File: src/hw/rtl/cbp_pkg.sv
// Shared types and constants for the CRC codeword byte packer.
// No dependencies; every other file but cbp_queue refers to this package by scoped names.
package cbp_pkg;

    // Defaults for the top-level parameters
    localparam int MAX_GEN_BITS_DEF = 17;
    localparam int LENGTH_BITS_DEF  = 16;

    // Fixed sizes
    localparam int GLEN_W       = 5;    // gen_length register width
    localparam int MAX_RESULTS  = 8;    // bytes kept per request, rest dropped
    localparam int QUEUE_DEPTH  = 4;    // entries between front and back

    // Register reset values
    localparam int GEN_POLY_RST = 13;
    localparam int GEN_LEN_RST  = 4;
    localparam int MSG_LEN_RST  = 1;

    // Register map, in word steps
    typedef enum logic [1:0] {
        REG_GEN_POLY  = 2'd0,
        REG_GEN_LEN   = 2'd1,
        REG_DW_MODE   = 2'd2,
        REG_MSG_BYTES = 2'd3
    } t_reg_idx;

    // Control part of one queued request
    typedef struct packed {
        logic       hdr;    // request opens a message: send pad header first
        logic [3:0] pad;    // pad count, 1..8
        logic       ends;   // request closes the message
    } t_ctl;

endpackage

File: src/hw/rtl/cbp_queue.sv
// Short first-in first-out queue between the front and the back.
// Register array with head and tail pointers; depends on nothing else.
module cbp_queue #(
    parameter int WIDTH = 8,
    parameter int DEPTH = 4
) (
    input  logic             i_clk,
    input  logic             i_rst_n,
    input  logic             i_wr,
    input  logic [WIDTH-1:0] i_wr_data,
    input  logic             i_rd,
    output logic [WIDTH-1:0] o_rd_data,
    output logic             o_empty,
    output logic             o_full
);

    localparam int AW = (DEPTH > 1) ? $clog2(DEPTH) : 1;

    logic [WIDTH-1:0] r_mem [DEPTH];
    logic [AW-1:0]    r_wr_ptr, n_wr_ptr;
    logic [AW-1:0]    r_rd_ptr, n_rd_ptr;
    logic [AW:0]      r_count,  n_count;

    // Advance pointers and occupancy
    always_comb begin
        n_wr_ptr = r_wr_ptr;
        n_rd_ptr = r_rd_ptr;
        n_count  = r_count;
        if (i_wr) begin
            n_wr_ptr = (r_wr_ptr == AW'(DEPTH - 1)) ? '0 : r_wr_ptr + AW'(1);
        end
        if (i_rd) begin
            n_rd_ptr = (r_rd_ptr == AW'(DEPTH - 1)) ? '0 : r_rd_ptr + AW'(1);
        end
        if (i_wr && !i_rd) begin
            n_count = r_count + (AW+1)'(1);
        end else if (!i_wr && i_rd) begin
            n_count = r_count - (AW+1)'(1);
        end
    end

    always_ff @(posedge i_clk) begin
        if (!i_rst_n) begin
            r_wr_ptr <= '0;
            r_rd_ptr <= '0;
            r_count  <= '0;
        end else begin
            r_wr_ptr <= n_wr_ptr;
            r_rd_ptr <= n_rd_ptr;
            r_count  <= n_count;
        end
    end

    // Store the entry at the tail
    always_ff @(posedge i_clk) begin
        if (i_wr) begin
            r_mem[r_wr_ptr] <= i_wr_data;
        end
    end

    assign o_rd_data = r_mem[r_rd_ptr];
    assign o_empty   = (r_count == '0);
    assign o_full    = (r_count == (AW+1)'(DEPTH));

endmodule

File: src/hw/rtl/cbp_front.sv
// Front end: computes CRC remainders for one message byte, the pad header
// and the end of message, and builds the bit string for the back end.
// Depends on cbp_pkg.
module cbp_front #(
    parameter int MAX_GEN_BITS = cbp_pkg::MAX_GEN_BITS_DEF,
    parameter int LENGTH_BITS  = cbp_pkg::LENGTH_BITS_DEF,
    parameter int PAYW         = 16 + 2 * (MAX_GEN_BITS - 1),
    parameter int LENW         = $clog2(PAYW + 1)
) (
    input  logic                     i_clk,
    input  logic                     i_rst_n,
    input  logic                     i_accept,
    input  logic [7:0]               i_data_byte,
    input  logic [MAX_GEN_BITS-1:0]  i_generator_poly,
    input  logic [cbp_pkg::GLEN_W-1:0] i_gen_length,
    input  logic                     i_dataword_mode,
    input  logic [LENGTH_BITS-1:0]   i_message_bytes,
    output cbp_pkg::t_ctl            o_ctl,
    output logic [LENW-1:0]          o_len,
    output logic [PAYW-1:0]          o_bits
);

    localparam int RMAX = MAX_GEN_BITS - 1;
    localparam int RW   = $clog2(MAX_GEN_BITS);

    // One nibble through the division, remainder kept left-aligned
    function automatic logic [RMAX-1:0] rem_nib(input logic [RMAX-1:0] rem_in,
                                                input logic [3:0]      nib,
                                                input logic [RMAX-1:0] gen_al);
        logic [RMAX-1:0] rem;
        logic            fb;
        rem = rem_in;
        for (int i = 3; i >= 0; i--) begin
            fb  = rem[RMAX-1] ^ nib[i];
            rem = rem << 1;
            if (fb) begin
                rem = rem ^ gen_al;
            end
        end
        return rem;
    endfunction

    logic [LENGTH_BITS-1:0] r_rcv, n_rcv;
    logic [RW:0]            g_eff;
    logic [RW-1:0]          rem_len;
    logic [RMAX-1:0]        mask_r, gen_al;
    logic [RW-1:0]          align;
    logic [RMAX-1:0]        rem_hi, rem_lo, rem_b8;
    logic [PAYW-1:0]        cw8, cw_hi, cw_lo, cw4;
    logic [5:0]             prod;
    logic [2:0]             p3;
    logic [3:0]             pad;
    logic                   hdr, ends;
    logic [LENGTH_BITS-1:0] rcv_next;
    logic [LENW-1:0]        rem_len_w;

    // Clamp the generator length and align the generator to the top
    always_comb begin
        if (32'(i_gen_length) < 32'd2) begin
            g_eff = (RW+1)'(2);
        end else if (32'(i_gen_length) > 32'(MAX_GEN_BITS)) begin
            g_eff = (RW+1)'(MAX_GEN_BITS);
        end else begin
            g_eff = (RW+1)'(i_gen_length);
        end
        rem_len = RW'(g_eff - (RW+1)'(1));
        mask_r  = ~({RMAX{1'b1}} << rem_len);
        align   = RW'(RMAX) - rem_len;
        gen_al  = (i_generator_poly[RMAX-1:0] & mask_r) << align;
    end

    // Remainders: each nibble alone, and the whole byte
    always_comb begin
        rem_hi = rem_nib('0, i_data_byte[7:4], gen_al);
        rem_lo = rem_nib('0, i_data_byte[3:0], gen_al);
        rem_b8 = rem_nib(rem_hi, i_data_byte[3:0], gen_al);
    end

    // Build codewords, right-aligned
    always_comb begin
        rem_len_w = LENW'(rem_len);
        cw8   = (PAYW'(i_data_byte) << rem_len) | PAYW'(rem_b8 >> align);
        cw_hi = (PAYW'(i_data_byte[7:4]) << rem_len) | PAYW'(rem_hi >> align);
        cw_lo = (PAYW'(i_data_byte[3:0]) << rem_len) | PAYW'(rem_lo >> align);
        cw4   = (cw_hi << (rem_len_w + LENW'(4))) | cw_lo;
    end

    // Pad count from the low bits of the message's codeword bit total
    always_comb begin
        prod = 6'(i_message_bytes[2:0] * 3'(rem_len));
        p3   = i_dataword_mode ? prod[2:0] : {prod[1:0], 1'b0};
        pad  = 4'd8 - {1'b0, p3};
    end

    // Track position within the message
    always_comb begin
        hdr      = (r_rcv == '0);
        rcv_next = r_rcv + LENGTH_BITS'(1);
        ends     = (rcv_next == i_message_bytes);
        n_rcv    = r_rcv;
        if (i_accept) begin
            n_rcv = ends ? '0 : rcv_next;
        end
    end

    always_ff @(posedge i_clk) begin
        if (!i_rst_n) begin
            r_rcv <= '0;
        end else begin
            r_rcv <= n_rcv;
        end
    end

    // Hand the request over; the pad zeros lead as unset high bits
    always_comb begin
        o_ctl.hdr  = hdr;
        o_ctl.pad  = pad;
        o_ctl.ends = ends;
        o_bits     = i_dataword_mode ? cw8 : cw4;
        o_len      = (hdr ? LENW'(pad) : '0) + LENW'(8) +
                     (i_dataword_mode ? rem_len_w : (rem_len_w << 1));
    end

endmodule

File: src/hw/rtl/cbp_back.sv
// Back end: bit accumulator that emits the header and packed codeword bytes,
// one per cycle while i_stall is low, through an output register. Depends on cbp_pkg.
module cbp_back #(
    parameter int PAYW = 48,
    parameter int LENW = $clog2(PAYW + 1)
) (
    input  logic            i_clk,
    input  logic            i_rst_n,
    input  logic            i_avail,
    input  cbp_pkg::t_ctl   i_ctl,
    input  logic [LENW-1:0] i_len,
    input  logic [PAYW-1:0] i_bits,
    output logic            o_pop,
    output logic            o_valid,
    input  logic            i_stall,
    output logic [7:0]      o_out_byte,
    output logic            o_is_header,
    output logic            o_last_of_run,
    output logic            o_message_end
);

    localparam int ACCW  = PAYW + 7;
    localparam int PENDW = $clog2(ACCW + 1);
    localparam int CNTW  = $clog2(cbp_pkg::MAX_RESULTS + 1);

    logic [ACCW-1:0]  r_acc, n_acc;
    logic [PENDW-1:0] r_pend, n_pend;
    logic             r_busy, n_busy;
    logic             r_hdr, n_hdr;
    logic [3:0]       r_pad, n_pad;
    logic             r_ends, n_ends;
    logic [CNTW-1:0]  r_cnt, n_cnt;

    logic             r_out_valid, n_out_valid;
    logic [7:0]       r_out_byte, n_out_byte;
    logic             r_out_hdr, n_out_hdr;
    logic             r_out_last, n_out_last;
    logic             r_out_end, n_out_end;

    logic             out_free, emit, more, cap, last, finish;
    logic [7:0]       byte_sel;
    logic [PENDW-1:0] pend_after, pend_fin, pend_base;

    // Pick the next byte: header, a full byte, or the zero-filled tail
    always_comb begin
        if (r_hdr) begin
            byte_sel   = 8'(r_pad);
            pend_after = r_pend;
        end else if (r_pend >= PENDW'(8)) begin
            byte_sel   = 8'(r_acc >> (r_pend - PENDW'(8)));
            pend_after = r_pend - PENDW'(8);
        end else begin
            byte_sel   = 8'(r_acc[7:0] << (4'd8 - {1'b0, r_pend[2:0]}));
            pend_after = '0;
        end
        more = (pend_after >= PENDW'(8)) || (r_ends && (pend_after != '0));
        cap  = (r_cnt == CNTW'(cbp_pkg::MAX_RESULTS - 1));
        last = !more || cap;
        if (r_ends) begin
            pend_fin = '0;
        end else if (cap) begin
            pend_fin = PENDW'(pend_after[2:0]);
        end else begin
            pend_fin = pend_after;
        end
    end

    // Handshake and next state
    always_comb begin
        out_free  = !r_out_valid || !i_stall;
        emit      = r_busy && out_free;
        finish    = emit && last;
        o_pop     = i_avail && (!r_busy || finish);
        pend_base = finish ? pend_fin : r_pend;

        n_acc  = r_acc;
        n_pend = r_pend;
        n_busy = r_busy;
        n_hdr  = r_hdr;
        n_pad  = r_pad;
        n_ends = r_ends;
        n_cnt  = r_cnt;
        if (o_pop) begin
            n_busy = 1'b1;
            n_acc  = (r_acc << i_len) | ACCW'(i_bits);
            n_pend = pend_base + PENDW'(i_len);
            n_hdr  = i_ctl.hdr;
            n_pad  = i_ctl.pad;
            n_ends = i_ctl.ends;
            n_cnt  = '0;
        end else if (finish) begin
            n_busy = 1'b0;
            n_pend = pend_fin;
            n_hdr  = 1'b0;
        end else if (emit) begin
            n_pend = pend_after;
            n_hdr  = 1'b0;
            n_cnt  = r_cnt + CNTW'(1);
        end

        n_out_valid = r_out_valid;
        n_out_byte  = r_out_byte;
        n_out_hdr   = r_out_hdr;
        n_out_last  = r_out_last;
        n_out_end   = r_out_end;
        if (emit) begin
            n_out_valid = 1'b1;
            n_out_byte  = byte_sel;
            n_out_hdr   = r_hdr;
            n_out_last  = last;
            n_out_end   = last && r_ends;
        end else if (out_free) begin
            n_out_valid = 1'b0;
        end
    end

    // Control state
    always_ff @(posedge i_clk) begin
        if (!i_rst_n) begin
            r_busy      <= 1'b0;
            r_pend      <= '0;
            r_hdr       <= 1'b0;
            r_ends      <= 1'b0;
            r_cnt       <= '0;
            r_out_valid <= 1'b0;
        end else begin
            r_busy      <= n_busy;
            r_pend      <= n_pend;
            r_hdr       <= n_hdr;
            r_ends      <= n_ends;
            r_cnt       <= n_cnt;
            r_out_valid <= n_out_valid;
        end
    end

    // Payload state
    always_ff @(posedge i_clk) begin
        r_acc      <= n_acc;
        r_pad      <= n_pad;
        r_out_byte <= n_out_byte;
        r_out_hdr  <= n_out_hdr;
        r_out_last <= n_out_last;
        r_out_end  <= n_out_end;
    end

    assign o_valid       = r_out_valid;
    assign o_out_byte    = r_out_byte;
    assign o_is_header   = r_out_hdr;
    assign o_last_of_run = r_out_last;
    assign o_message_end = r_out_end;

endmodule

File: src/hw/rtl/crc_codeword_byte_packer.sv
// Top level of the CRC codeword byte packer: register port, front end,
// request queue and back end. Depends on cbp_pkg, cbp_front, cbp_queue, cbp_back.
//
//  channel  | direction | handshake          | payload
//  ---------+-----------+--------------------+---------------------------------------
//  input    | in        | i_valid / o_stall  | i_data_byte
//  result   | out       | o_valid / i_stall  | o_out_byte, o_is_header,
//           |           |                    | o_last_of_run, o_message_end
//  config   | in        | psel/penable/pready| paddr, pwrite, pwdata, prdata
//
// Each message byte produces one to seven result bytes at the default generator
// width, the header included, and never more than eight; the result port moves one
// byte a cycle while i_stall is low. Reset is synchronous, active low.
// Input bytes are taken every cycle while the four-entry request queue has room;
// o_stall is high only when it is full. Once the back end is free, the first result
// passes the queue, the back-end accumulator and the output register.
module crc_codeword_byte_packer #(
    parameter int MAX_GEN_BITS = cbp_pkg::MAX_GEN_BITS_DEF,
    parameter int LENGTH_BITS  = cbp_pkg::LENGTH_BITS_DEF,
    parameter int PDW          = (MAX_GEN_BITS > 32 || LENGTH_BITS > 32) ? 64 : 32,
    parameter int ADDR_LSB     = (PDW == 64) ? 3 : 2,
    parameter int PAW          = ADDR_LSB + 2
) (
    input  logic           i_clk,
    input  logic           i_rst_n,
    // input channel
    input  logic           i_valid,
    output logic           o_stall,
    input  logic [7:0]     i_data_byte,
    // result channel
    output logic           o_valid,
    input  logic           i_stall,
    output logic [7:0]     o_out_byte,
    output logic           o_is_header,
    output logic           o_last_of_run,
    output logic           o_message_end,
    // register port
    input  logic           psel,
    input  logic           penable,
    input  logic           pwrite,
    input  logic [PAW-1:0] paddr,
    input  logic [PDW-1:0] pwdata,
    output logic [PDW-1:0] prdata,
    output logic           pready
);

    localparam int PAYW = 16 + 2 * (MAX_GEN_BITS - 1);
    localparam int LENW = $clog2(PAYW + 1);
    localparam int CTLW = $bits(cbp_pkg::t_ctl);
    localparam int QW   = CTLW + LENW + PAYW;

    logic [MAX_GEN_BITS-1:0]      r_gen_poly;
    logic [cbp_pkg::GLEN_W-1:0]   r_gen_len;
    logic                         r_dw_mode;
    logic [LENGTH_BITS-1:0]       r_msg_bytes;

    cbp_pkg::t_reg_idx            reg_idx;
    logic                         cfg_wr;
    logic                         accept;

    cbp_pkg::t_ctl                f_ctl, b_ctl;
    logic [LENW-1:0]              f_len, b_len;
    logic [PAYW-1:0]              f_bits, b_bits;
    logic [QW-1:0]                q_rd_data;
    logic                         q_empty, q_full, q_pop;

    // Register port: decode and write
    assign pready  = 1'b1;
    assign reg_idx = cbp_pkg::t_reg_idx'(paddr[ADDR_LSB +: 2]);
    assign cfg_wr  = psel && penable && pwrite && pready;

    always_ff @(posedge i_clk) begin
        if (!i_rst_n) begin
            r_gen_poly  <= MAX_GEN_BITS'(cbp_pkg::GEN_POLY_RST);
            r_gen_len   <= cbp_pkg::GLEN_W'(cbp_pkg::GEN_LEN_RST);
            r_dw_mode   <= 1'b0;
            r_msg_bytes <= LENGTH_BITS'(cbp_pkg::MSG_LEN_RST);
        end else if (cfg_wr) begin
            unique case (reg_idx)
                cbp_pkg::REG_GEN_POLY:  r_gen_poly  <= pwdata[MAX_GEN_BITS-1:0];
                cbp_pkg::REG_GEN_LEN:   r_gen_len   <= pwdata[cbp_pkg::GLEN_W-1:0];
                cbp_pkg::REG_DW_MODE:   r_dw_mode   <= pwdata[0];
                cbp_pkg::REG_MSG_BYTES: r_msg_bytes <= pwdata[LENGTH_BITS-1:0];
                default: ;
            endcase
        end
    end

    // Register port: read back
    always_comb begin
        unique case (reg_idx)
            cbp_pkg::REG_GEN_POLY:  prdata = PDW'(r_gen_poly);
            cbp_pkg::REG_GEN_LEN:   prdata = PDW'(r_gen_len);
            cbp_pkg::REG_DW_MODE:   prdata = PDW'(r_dw_mode);
            cbp_pkg::REG_MSG_BYTES: prdata = PDW'(r_msg_bytes);
            default:                prdata = '0;
        endcase
    end

    // Take a byte whenever the queue has room
    assign o_stall = q_full;
    assign accept  = i_valid && !q_full;

    cbp_front #(
        .MAX_GEN_BITS (MAX_GEN_BITS),
        .LENGTH_BITS  (LENGTH_BITS),
        .PAYW         (PAYW),
        .LENW         (LENW)
    ) u_front (
        .i_clk            (i_clk),
        .i_rst_n          (i_rst_n),
        .i_accept         (accept),
        .i_data_byte      (i_data_byte),
        .i_generator_poly (r_gen_poly),
        .i_gen_length     (r_gen_len),
        .i_dataword_mode  (r_dw_mode),
        .i_message_bytes  (r_msg_bytes),
        .o_ctl            (f_ctl),
        .o_len            (f_len),
        .o_bits           (f_bits)
    );

    cbp_queue #(
        .WIDTH (QW),
        .DEPTH (cbp_pkg::QUEUE_DEPTH)
    ) u_queue (
        .i_clk     (i_clk),
        .i_rst_n   (i_rst_n),
        .i_wr      (accept),
        .i_wr_data ({f_ctl, f_len, f_bits}),
        .i_rd      (q_pop),
        .o_rd_data (q_rd_data),
        .o_empty   (q_empty),
        .o_full    (q_full)
    );

    // Split the head entry
    assign b_ctl  = cbp_pkg::t_ctl'(q_rd_data[QW-1 -: CTLW]);
    assign b_len  = q_rd_data[PAYW +: LENW];
    assign b_bits = q_rd_data[PAYW-1:0];

    cbp_back #(
        .PAYW (PAYW),
        .LENW (LENW)
    ) u_back (
        .i_clk         (i_clk),
        .i_rst_n       (i_rst_n),
        .i_avail       (!q_empty),
        .i_ctl         (b_ctl),
        .i_len         (b_len),
        .i_bits        (b_bits),
        .o_pop         (q_pop),
        .o_valid       (o_valid),
        .i_stall       (i_stall),
        .o_out_byte    (o_out_byte),
        .o_is_header   (o_is_header),
        .o_last_of_run (o_last_of_run),
        .o_message_end (o_message_end)
    );

endmodule

File: config.mk
export PLATFORM = sky130hd
export DESIGN_NAME = crc_codeword_byte_packer
export DESIGN_NICKNAME = d
export VERILOG_FILES = /design/src/hw/rtl/cbp_pkg.sv /design/src/hw/rtl/cbp_queue.sv /design/src/hw/rtl/cbp_front.sv /design/src/hw/rtl/cbp_back.sv /design/src/hw/rtl/crc_codeword_byte_packer.sv
export SDC_FILE = /design/constraint.sdc
export NUM_CORES = 1
export LEC_CHECK = 0
export BUFFER_PORTS_ARGS = -buffer_cell sky130_fd_sc_hd__buf_4
export CAP_MARGIN = 40
export CORE_ASPECT_RATIO = 0.9
export CORE_MARGIN = 10
export CORE_UTILIZATION = 29
export DETAILED_ROUTE_END_ITERATION = 12
export GPL_TIMING_DRIVEN = 1
export HOLD_SLACK_MARGIN = 0.02
export PLACE_DENSITY = 0.5
export REMOVE_ABC_BUFFERS = 1
export SLEW_MARGIN = 20
export SYNTH_ARGS = -nofsm -noshare
export SYNTH_HDL_FRONTEND = slang
export SYNTH_HIERARCHICAL = 1
export SYNTH_SLANG_ARGS = --single-unit
export TNS_END_PERCENT = 50
File: constraint.sdc
create_clock -name i_clk -period 11.5 [get_ports i_clk]
set_input_delay 0 -clock i_clk [delete_from_list [all_inputs] [get_ports i_clk]]
set_output_delay 0 -clock i_clk [all_outputs]
set_load 0.02 [all_outputs]
# [After elaboration in Yosys (flattened, before gate mapping)]
# Memory sizes are Yosys's and may differ from the RTL's. A register that Yosys moved wholly into a read port is not among the register bits.
# Index checks and enable logic that the tools add are counted.
[word_totals] reg_bits=146 ram_bits=240 inputBits=51 output_inout_bits=46 word_cells=172 memories=1
[mem_list] memory="u_queue.r_mem" depth=4 word_bits=60 rd=1 rd_clocked_by_memory_dff=1 wr=1 line="cbp_queue.sv:19" rtl="logic [WIDTH-1:0] r_mem [DEPTH];"
[classes] addsub=15 multipliers=1 order_cmp=4 eq_ne=8 shifts=12 n_mux=45 bitwise_logic=29 reduce_logical=36
[op_table] operator="$mux W16" count=13
[op_table] operator="$or A48 B48 Y48" count=4
[op_table] operator="$xor A16 B16 Y16" count=10
[op_table] operator="$shr A16 B5 Y48" count=3
[op_table] operator="$pmux W32 S4" count=1
[op_table] operator="$shl A4 B5 Y48" count=2
[op_table] operator="$or A55 B48 Y55" count=1
[op_table] operator="$shl A55 B6 Y55" count=1
[op_table] operator="$shr A55 B6 Y8" count=1
[op_table] operator="$mux W6" count=9
[op_table] operator="$mux W48" count=1
[op_table] operator="$shl A48 B6 Y48" count=1
[op_table] operator="$shl A8 B5 Y48" count=1
[op_table] operator="$add A16 B1 Y16 const B" count=1
[op_table] operator="$and A16 B16 Y16" count=1
[op_table] operator="$eq A16 B16 Y1" count=1
[op_table] operator="$logic_not A16 Y1" count=1
[op_table] operator="$not A16 Y16" count=1
[op_table] operator="$shl A16 B5 Y16" count=1
[op_table] operator="$shl A16 B5 Y16 const A" count=1
[op_table] operator="$add A6 B6 Y6" count=2
[op_table] operator="$ge A6 B4 Y1 const B" count=2
[op_table] operator="$logic_and A1 B1 Y1" count=10
[op_table] operator="$mux W5" count=2
[op_table] operator="other kinds (34)" count=79

# [Longest topological paths before layout]
[depth] depth_word=26 depth_mapped=46 depth_no_buf=31

# [Cells and area by module]
# The synthesis kept the hierarchy.
[by_module_without_submodules] module="cbp_front" instances=1 cells_per_inst=2131 area_each_um2=13544.2
[by_module_without_submodules] module="cbp_back" instances=1 cells_per_inst=907 area_each_um2=9310.2
[by_module_without_submodules] module="cbp_queue" instances=1 cells_per_inst=358 area_each_um2=9181.3
[by_module_without_submodules] module="crc_codeword_byte_packer" instances=1 cells_per_inst=206 area_each_um2=1966.9

# [Worst setup path after synthesis]
# Ideal clock, no wire load.
[synth_timing] kind="register -> register" startpoint="register r_gen_len[0] in the netlist's numbering" endpoint="memory u_queue/r_mem[0][7] in the netlist's numbering, data pin" arrival_time_ns=9.645 setup_slack_ns=1.568 path_stages_with_launch=42 period_less_slack_ns=9.932 cell_sequence="dfxtp_1 > a2111oi_4 > nor2_4 > inv_2 > buf_2 > buf_2 > clkbuf_1 > buf_1 > buf_1 > clkbuf_1 > clkbuf_1 > buf_1 > ha_1 > or4b_1 > buf_6 > nand2_2 > inv_2 > clkbuf_1 > [... 6 more ...] > and2_1 > buf_4 > nor2_4 > a2111o_1 > o31ai_2 > xor2_2 > xnor3_1 > a211o_1 > and4_4 > or2_1 > buf_6 > a31oi_1 > nand4_1 > xor2_1 > mux2_2 > a221oi_2 > a211oi_1 > or4_1"
[synth_via] elab_chain_cells=26 elab_cells_between_ends=55
[synth_rtl] item="from (decl)" line="crc_codeword_byte_packer.sv:53" rtl="logic [cbp_pkg::GLEN_W-1:0] r_gen_len;"
[synth_rtl] item="from (signal assigned)" line="crc_codeword_byte_packer.sv:75" rtl="r_gen_len <= cbp_pkg::GLEN_W'(cbp_pkg::GEN_LEN_RST);"
[synth_rtl] item="from (signal assigned)" line="crc_codeword_byte_packer.sv:81" rtl="cbp_pkg::REG_GEN_LEN: r_gen_len <= pwdata[cbp_pkg::GLEN_W-1:0];"
[synth_rtl] item="$gt A5 B5 Y1" line="cbp_front.sv:61" rtl="end else if (32'(i_gen_length) > 32'(MAX_GEN_BITS)) begin"
[synth_rtl] item="$mux W5" line="cbp_front.sv:61"
[synth_rtl] item="$mux W5 (*)" line="cbp_front.sv:59" rtl="if (32'(i_gen_length) < 32'd2) begin"
[synth_rtl] item="$sub A5 B1 Y5 (*)" line="cbp_front.sv:66" rtl="rem_len = RW'(g_eff - (RW+1)'(1));"
[synth_rtl] item="$shl A16 B5 Y16" line="cbp_front.sv:67" rtl="mask_r = ~({RMAX{1'b1}} << rem_len);"
[synth_rtl] item="$not A16 Y16" line="cbp_front.sv:67"
[synth_rtl] item="$and A16 B16 Y16" line="cbp_front.sv:69" rtl="gen_al = (i_generator_poly[RMAX-1:0] & mask_r) << align;"
[synth_rtl] item="$shl A16 B5 Y16" line="cbp_front.sv:69"
[synth_rtl] item="[... 11 more ...]"
[synth_rtl] item="$xor A16 B16 Y16 or $xor A1 B1 Y1 (tied branches)" line="cbp_front.sv:37, cbp_front.sv:34"
[synth_rtl] item="$mux W16" line="cbp_front.sv:36" rtl="if (fb) begin"
[synth_rtl] item="$xor A1 B1 Y1 or $xor A16 B16 Y16 (tied branches)" line="cbp_front.sv:34, cbp_front.sv:37"
[synth_rtl] item="$mux W16" line="cbp_front.sv:36"
[synth_rtl] item="$shr A16 B5 Y48" line="cbp_front.sv:82" rtl="cw8 = (PAYW'(i_data_byte) << rem_len) | PAYW'(rem_b8 >> align);"
[synth_rtl] item="$or A48 B48 Y48" line="cbp_front.sv:82"
[synth_rtl] item="$mux W48 (*)" line="cbp_front.sv:119" rtl="o_bits = i_dataword_mode ? cw8 : cw4;"
[synth_rtl] item="net f_bits[7]" line="crc_codeword_byte_packer.sv:63" rtl="logic [PAYW-1:0] f_bits, b_bits;"
[synth_rtl] item="to (decl)" line="cbp_queue.sv:19"
# Mark *: on every way through the listed nets, which the timed path passes. The rest lies on a longest branch.

# [Worst setup path after layout]
[layout_timing] startpoint="register r_gen_len[3] in the netlist's numbering" endpoint="memory u_queue/r_mem[1][2] in the netlist's numbering, data pin"
# Same word-level chain as after synthesis.

==> reports/metrics.yaml <==
run_status:
  status: "complete, no violations"
clock_network:
  clockBufferDepth: 3
  cts_resized: 0
  cts_tree: "built"
  cts_root_buf: "clkbuf_16"
  clk_latency_ns: 0.61
  path_clk_slew_ns: 0.06
  cts.sinks: 388
  numCtsBuffers: 46
  htree_num_levels: 2
power_and_ir_drop:
  cellPowerDensity_nw_per_um2: 243.3
  netSwitchingFraction_pct: 45.43
  pwr-share-seq_pct: 25.1
  peakVddDrop_uv: 129.0
  combPwrFrac_pct: 58.8
  p_leak_nw: 12.88
  switchingPower_mw: 4.187
  internal-power_mw: 5.029
  p_clk_share_pct: 16.1
die:
  initial_core_util_pct: 29.13
  die_h_um: 344.8
  core_um2: 116700
  pin_count: 97
  std_cell_rows: 119
  dieArea_um2: 131400
  die_w_um: 380.9
flow_run:
  cap_violations: 0
global_route:
  track_usage_pct: 18.18
  grt_pass1_wl_um: 189500
  grt_pass1_vias: 28780
  antenna_found_initial: 0
  grt-ovfl-total: 0
  grt_start_max_net_pins: 71
logic_synthesis:
  synth_warnings: 6
  ys_ff_latch: 388
  synth_area_per_cell_um2: 9.440
  ys_types: 130
  synth_edf_count: 310
  async_flop_share_pct: 0
  synth_ff_type: "edfxtp_1"
  ys_seq_area_share_pct: 31.97
  syn_inst: 3602
  netlist_area_um2: 34000
sta:
  fin_skew_ns: 0.04617
  finalCritPeriodShare_pct: 86.61
  rsz0062_at_grt: "false"
  relSlewSlack_pct: 39.73
  drv_slew: 0
  hold_viol: 0
  min_period_ns: 9.960
  timing.fmax_mhz: 100.4
  setup_viol: 0
  tightest_slew_ns: 0.8972
finish:
  final_cells: 5172
  fillCellCount: 12164
  area_growth_pct: 11.38
  drive_gt1_share_pct: 16.43
  fin_util_pct: 32.44
  nNetsFinal: 3649
drt:
  drt-total-wl_um: 125400
  num_vias: 30772
  firstDrtPassIters: 9
  wl_per_cell_um: 24.25
  postRouteAntennaNets: 0
  viasPerCell: 5.950
  drc: 0
  drt-initial-drc-count: 3716
setup_path:
  cp-startpoint: "r_gen_len[3]"
  reg2reg_depth: 34
  critPathCapture: "u_queue/r_mem[1][2]"
  crit_arrival_ns: 10.23
  setup.worst_path.start_class: "register"
  crit_type: "reg2reg"
  cp_common_cell: "nor2_1"
  r2r_start: "r_gen_len[3]"
  reg2reg_to: "u_queue/r_mem[1][2]"
  crit_fanout: 15
  crit_required_ns: 11.77
  path_buf_inv: 6
  critical-path-top-delay-family: "compound AO/OA/AOI/OAI gates"
  cp_slowest_stage_delay_ns: 0.67
  rrSetupSlack_ns: 1.54
  endpoint_kind: "register"
  cp_slowest_cell: "dfxtp_1"
  cp.depth: 34
place:
  hpwl_um: 90760
  io_buffer_count: 63
  routabilityCongestion: 0.9825
  dp.cells: 5037
worst_hold_path:
  hold_class: "in2reg"
[layer usage]
metal	up-vias	share of wire (%)	global-route usage (%)
met1	15244	45	26.21
met4	0	2.8	4.859
met2	1489	44	28.48
met5	-	0	0
li1	13837	-	-
met3	202	8.2	2.323
[timing repair]
item | CTS | global route
hold endpoints to repair | 43 | 0
buffers inserted | 0 | 0
hold buffers | 39 | 0
[logic make-up (layout without fill, tap and decap cells)]
logic type / after synthesis / in the layout / share of synthesized area, %
other: 2 / 17 / 0.02209
DFF: 388 / 388 / 31.97
AOI/OAI and AO/OA: 1044 / 1044 / 21.61
muxes: 421 / 421 / 18.92
adders and majority gates: 36 / 36 / 1.391
xor gates and xnor gates: 139 / 139 / 3.908
buffers and inverters: 398 / 380 / 5.906
and+or+nand+nor: 1174 / 1174 / 16.27
[synthesized netlist by cell type, types with 22 or more instances]
| master | n | area, um2 |
|---|---|---|
| nand2_1 | 406 | 1524 |
| edfxtp_1 | 310 | 9309 |
| nor2_1 | 280 | 1051 |
| a21oi_1 | 204 | 1021 |
| mux2i_1 | 186 | 1862 |
| o21ai_0 | 179 | 895.9 |
| mux4_2 | 167 | 3761 |
| clkbuf_1 | 165 | 619.3 |
| nand3_1 | 117 | 585.6 |
| nor3_1 | 101 | 505.5 |
| xnor2_1 | 88 | 770.7 |
| dfxtp_1 | 78 | 1562 |
| buf_2 | 72 | 360.4 |
| o211ai_1 | 68 | 510.5 |
| a211oi_1 | 59 | 442.9 |
| mux2_2 | 59 | 664.4 |
| inv_1 | 51 | 191.4 |
| o22ai_1 | 47 | 294.0 |
| xor2_1 | 42 | 367.9 |
| a31oi_1 | 37 | 231.5 |
| and2_1 | 37 | 231.5 |
| buf_4 | 36 | 270.3 |
| nor2b_1 | 36 | 225.2 |
| a21o_1 | 35 | 262.8 |
| buf_1 | 34 | 127.6 |
| and3_1 | 33 | 206.5 |
| ha_1 | 33 | 412.9 |
| o221ai_1 | 33 | 289.0 |
| or3_1 | 30 | 187.7 |
| a22oi_1 | 28 | 210.2 |
| nand4_1 | 28 | 175.2 |
| o21ai_1 | 26 | 130.1 |
| o31ai_1 | 22 | 165.2 |
[tightest hold or removal path: stages]
cell and delay [ns]:
buf_4 0.07, nor2b_2 0.11, buf_4 0.30, mux2i_1 0.12, nor2b_1 0.09
[power by group through the flow]
stage	clock, mW	sequential, mW	combinational [mW]
2_1_floorplan	0	2.32	3.53
3_3_place_gp	0	2.36	5.21
3_5_place_dp	0	2.33	5.27
4_1_cts	1.52	2.30	5.31
5_1_grt	1.57	2.34	5.80
6_report	1.48	2.31	5.42
[registers in the layout (all words and copies together) (netlist names), 2 cells and up, named ones only]
signal	cells
u_front/r_rcv	16
u_back/r_cnt	4
u_queue/r_wr_ptr	2
u_queue/r_count	3
u_back/r_acc	55
r_msg_bytes	16
u_back/o_out_byte	8
r_gen_poly	17
u_queue/r_rd_ptr	2
r_gen_len	5
u_back/r_pad	4
u_back/r_pend	6
u_queue/r_mem	240
[worst min path at each step]
stage	start	endpoint	slack, ns	cells past startpoint
6_report	i_valid	u_queue/r_wr_ptr[1]	0.17	5
5_1_grt	i_valid	u_front/r_rcv[0]	0.19	5
4_1_cts	i_valid	u_front/r_rcv[3]	0.14	5
3_5_place_dp	pwdata[16]	r_gen_poly[16]	0.27	3
3_3_place_gp	pwdata[16]	r_gen_poly[16]	0.26	3
2_1_floorplan	i_rst_n	r_msg_bytes[0]	0.09	1
[cells in the final DEF (no fill, tap or decap), types with 47 or more instances in the layout]
| cell | count |
|---|---|
| buf_4 | 178 |
| inv_1 | 50 |
| nor2_1 | 280 |
| a211oi_1 | 59 |
| nand2_1 | 406 |
| o21ai_0 | 178 |
| o211ai_1 | 68 |
| edfxtp_1 | 310 |
| mux2_2 | 59 |
| nand3_1 | 117 |
| a21oi_1 | 204 |
| nor3_1 | 101 |
| mux4_2 | 166 |
| mux2i_1 | 186 |
| xnor2_1 | 88 |
| dfxtp_1 | 73 |
| o22ai_1 | 47 |
[per-stage QoR]
| step | setup WS, ns | power (mW) | instance area, um2 | hold slack, ns | setup TNS, ns |
|---|---|---|---|---|---|
| after floorplan | -1.066 | 5.848 | 32280 | 0.08887 | -40.18 |
| after global placement | 1.812 | 7.572 | 35590 | 0.2639 | 0 |
| after detailed placement | 1.581 | 7.604 | 35790 | 0.2714 | 0 |
| after CTS | 1.559 | 9.130 | 37730 | 0.1354 | 0 |
| after global routing | 1.137 | 9.712 | 37870 | 0.1924 | 0 |
| final | 1.540 | 9.216 | 37870 | 0.1694 | 0 |
[cell type report]
class	count	area (um2)	share of cell area, %
antenna	1	2.502	0.006608
clock buffer	58	1236	3.264
clock inverter	26	316.6	0.8359
inverter	61	230.2	0.6079
multi-input combinational	2830	21210	56.00
sequential	388	10880	28.74
tap	1573	1968	5.197
timing repair buffer	235	2024	5.346
Power figures use the tool's default switching activity.
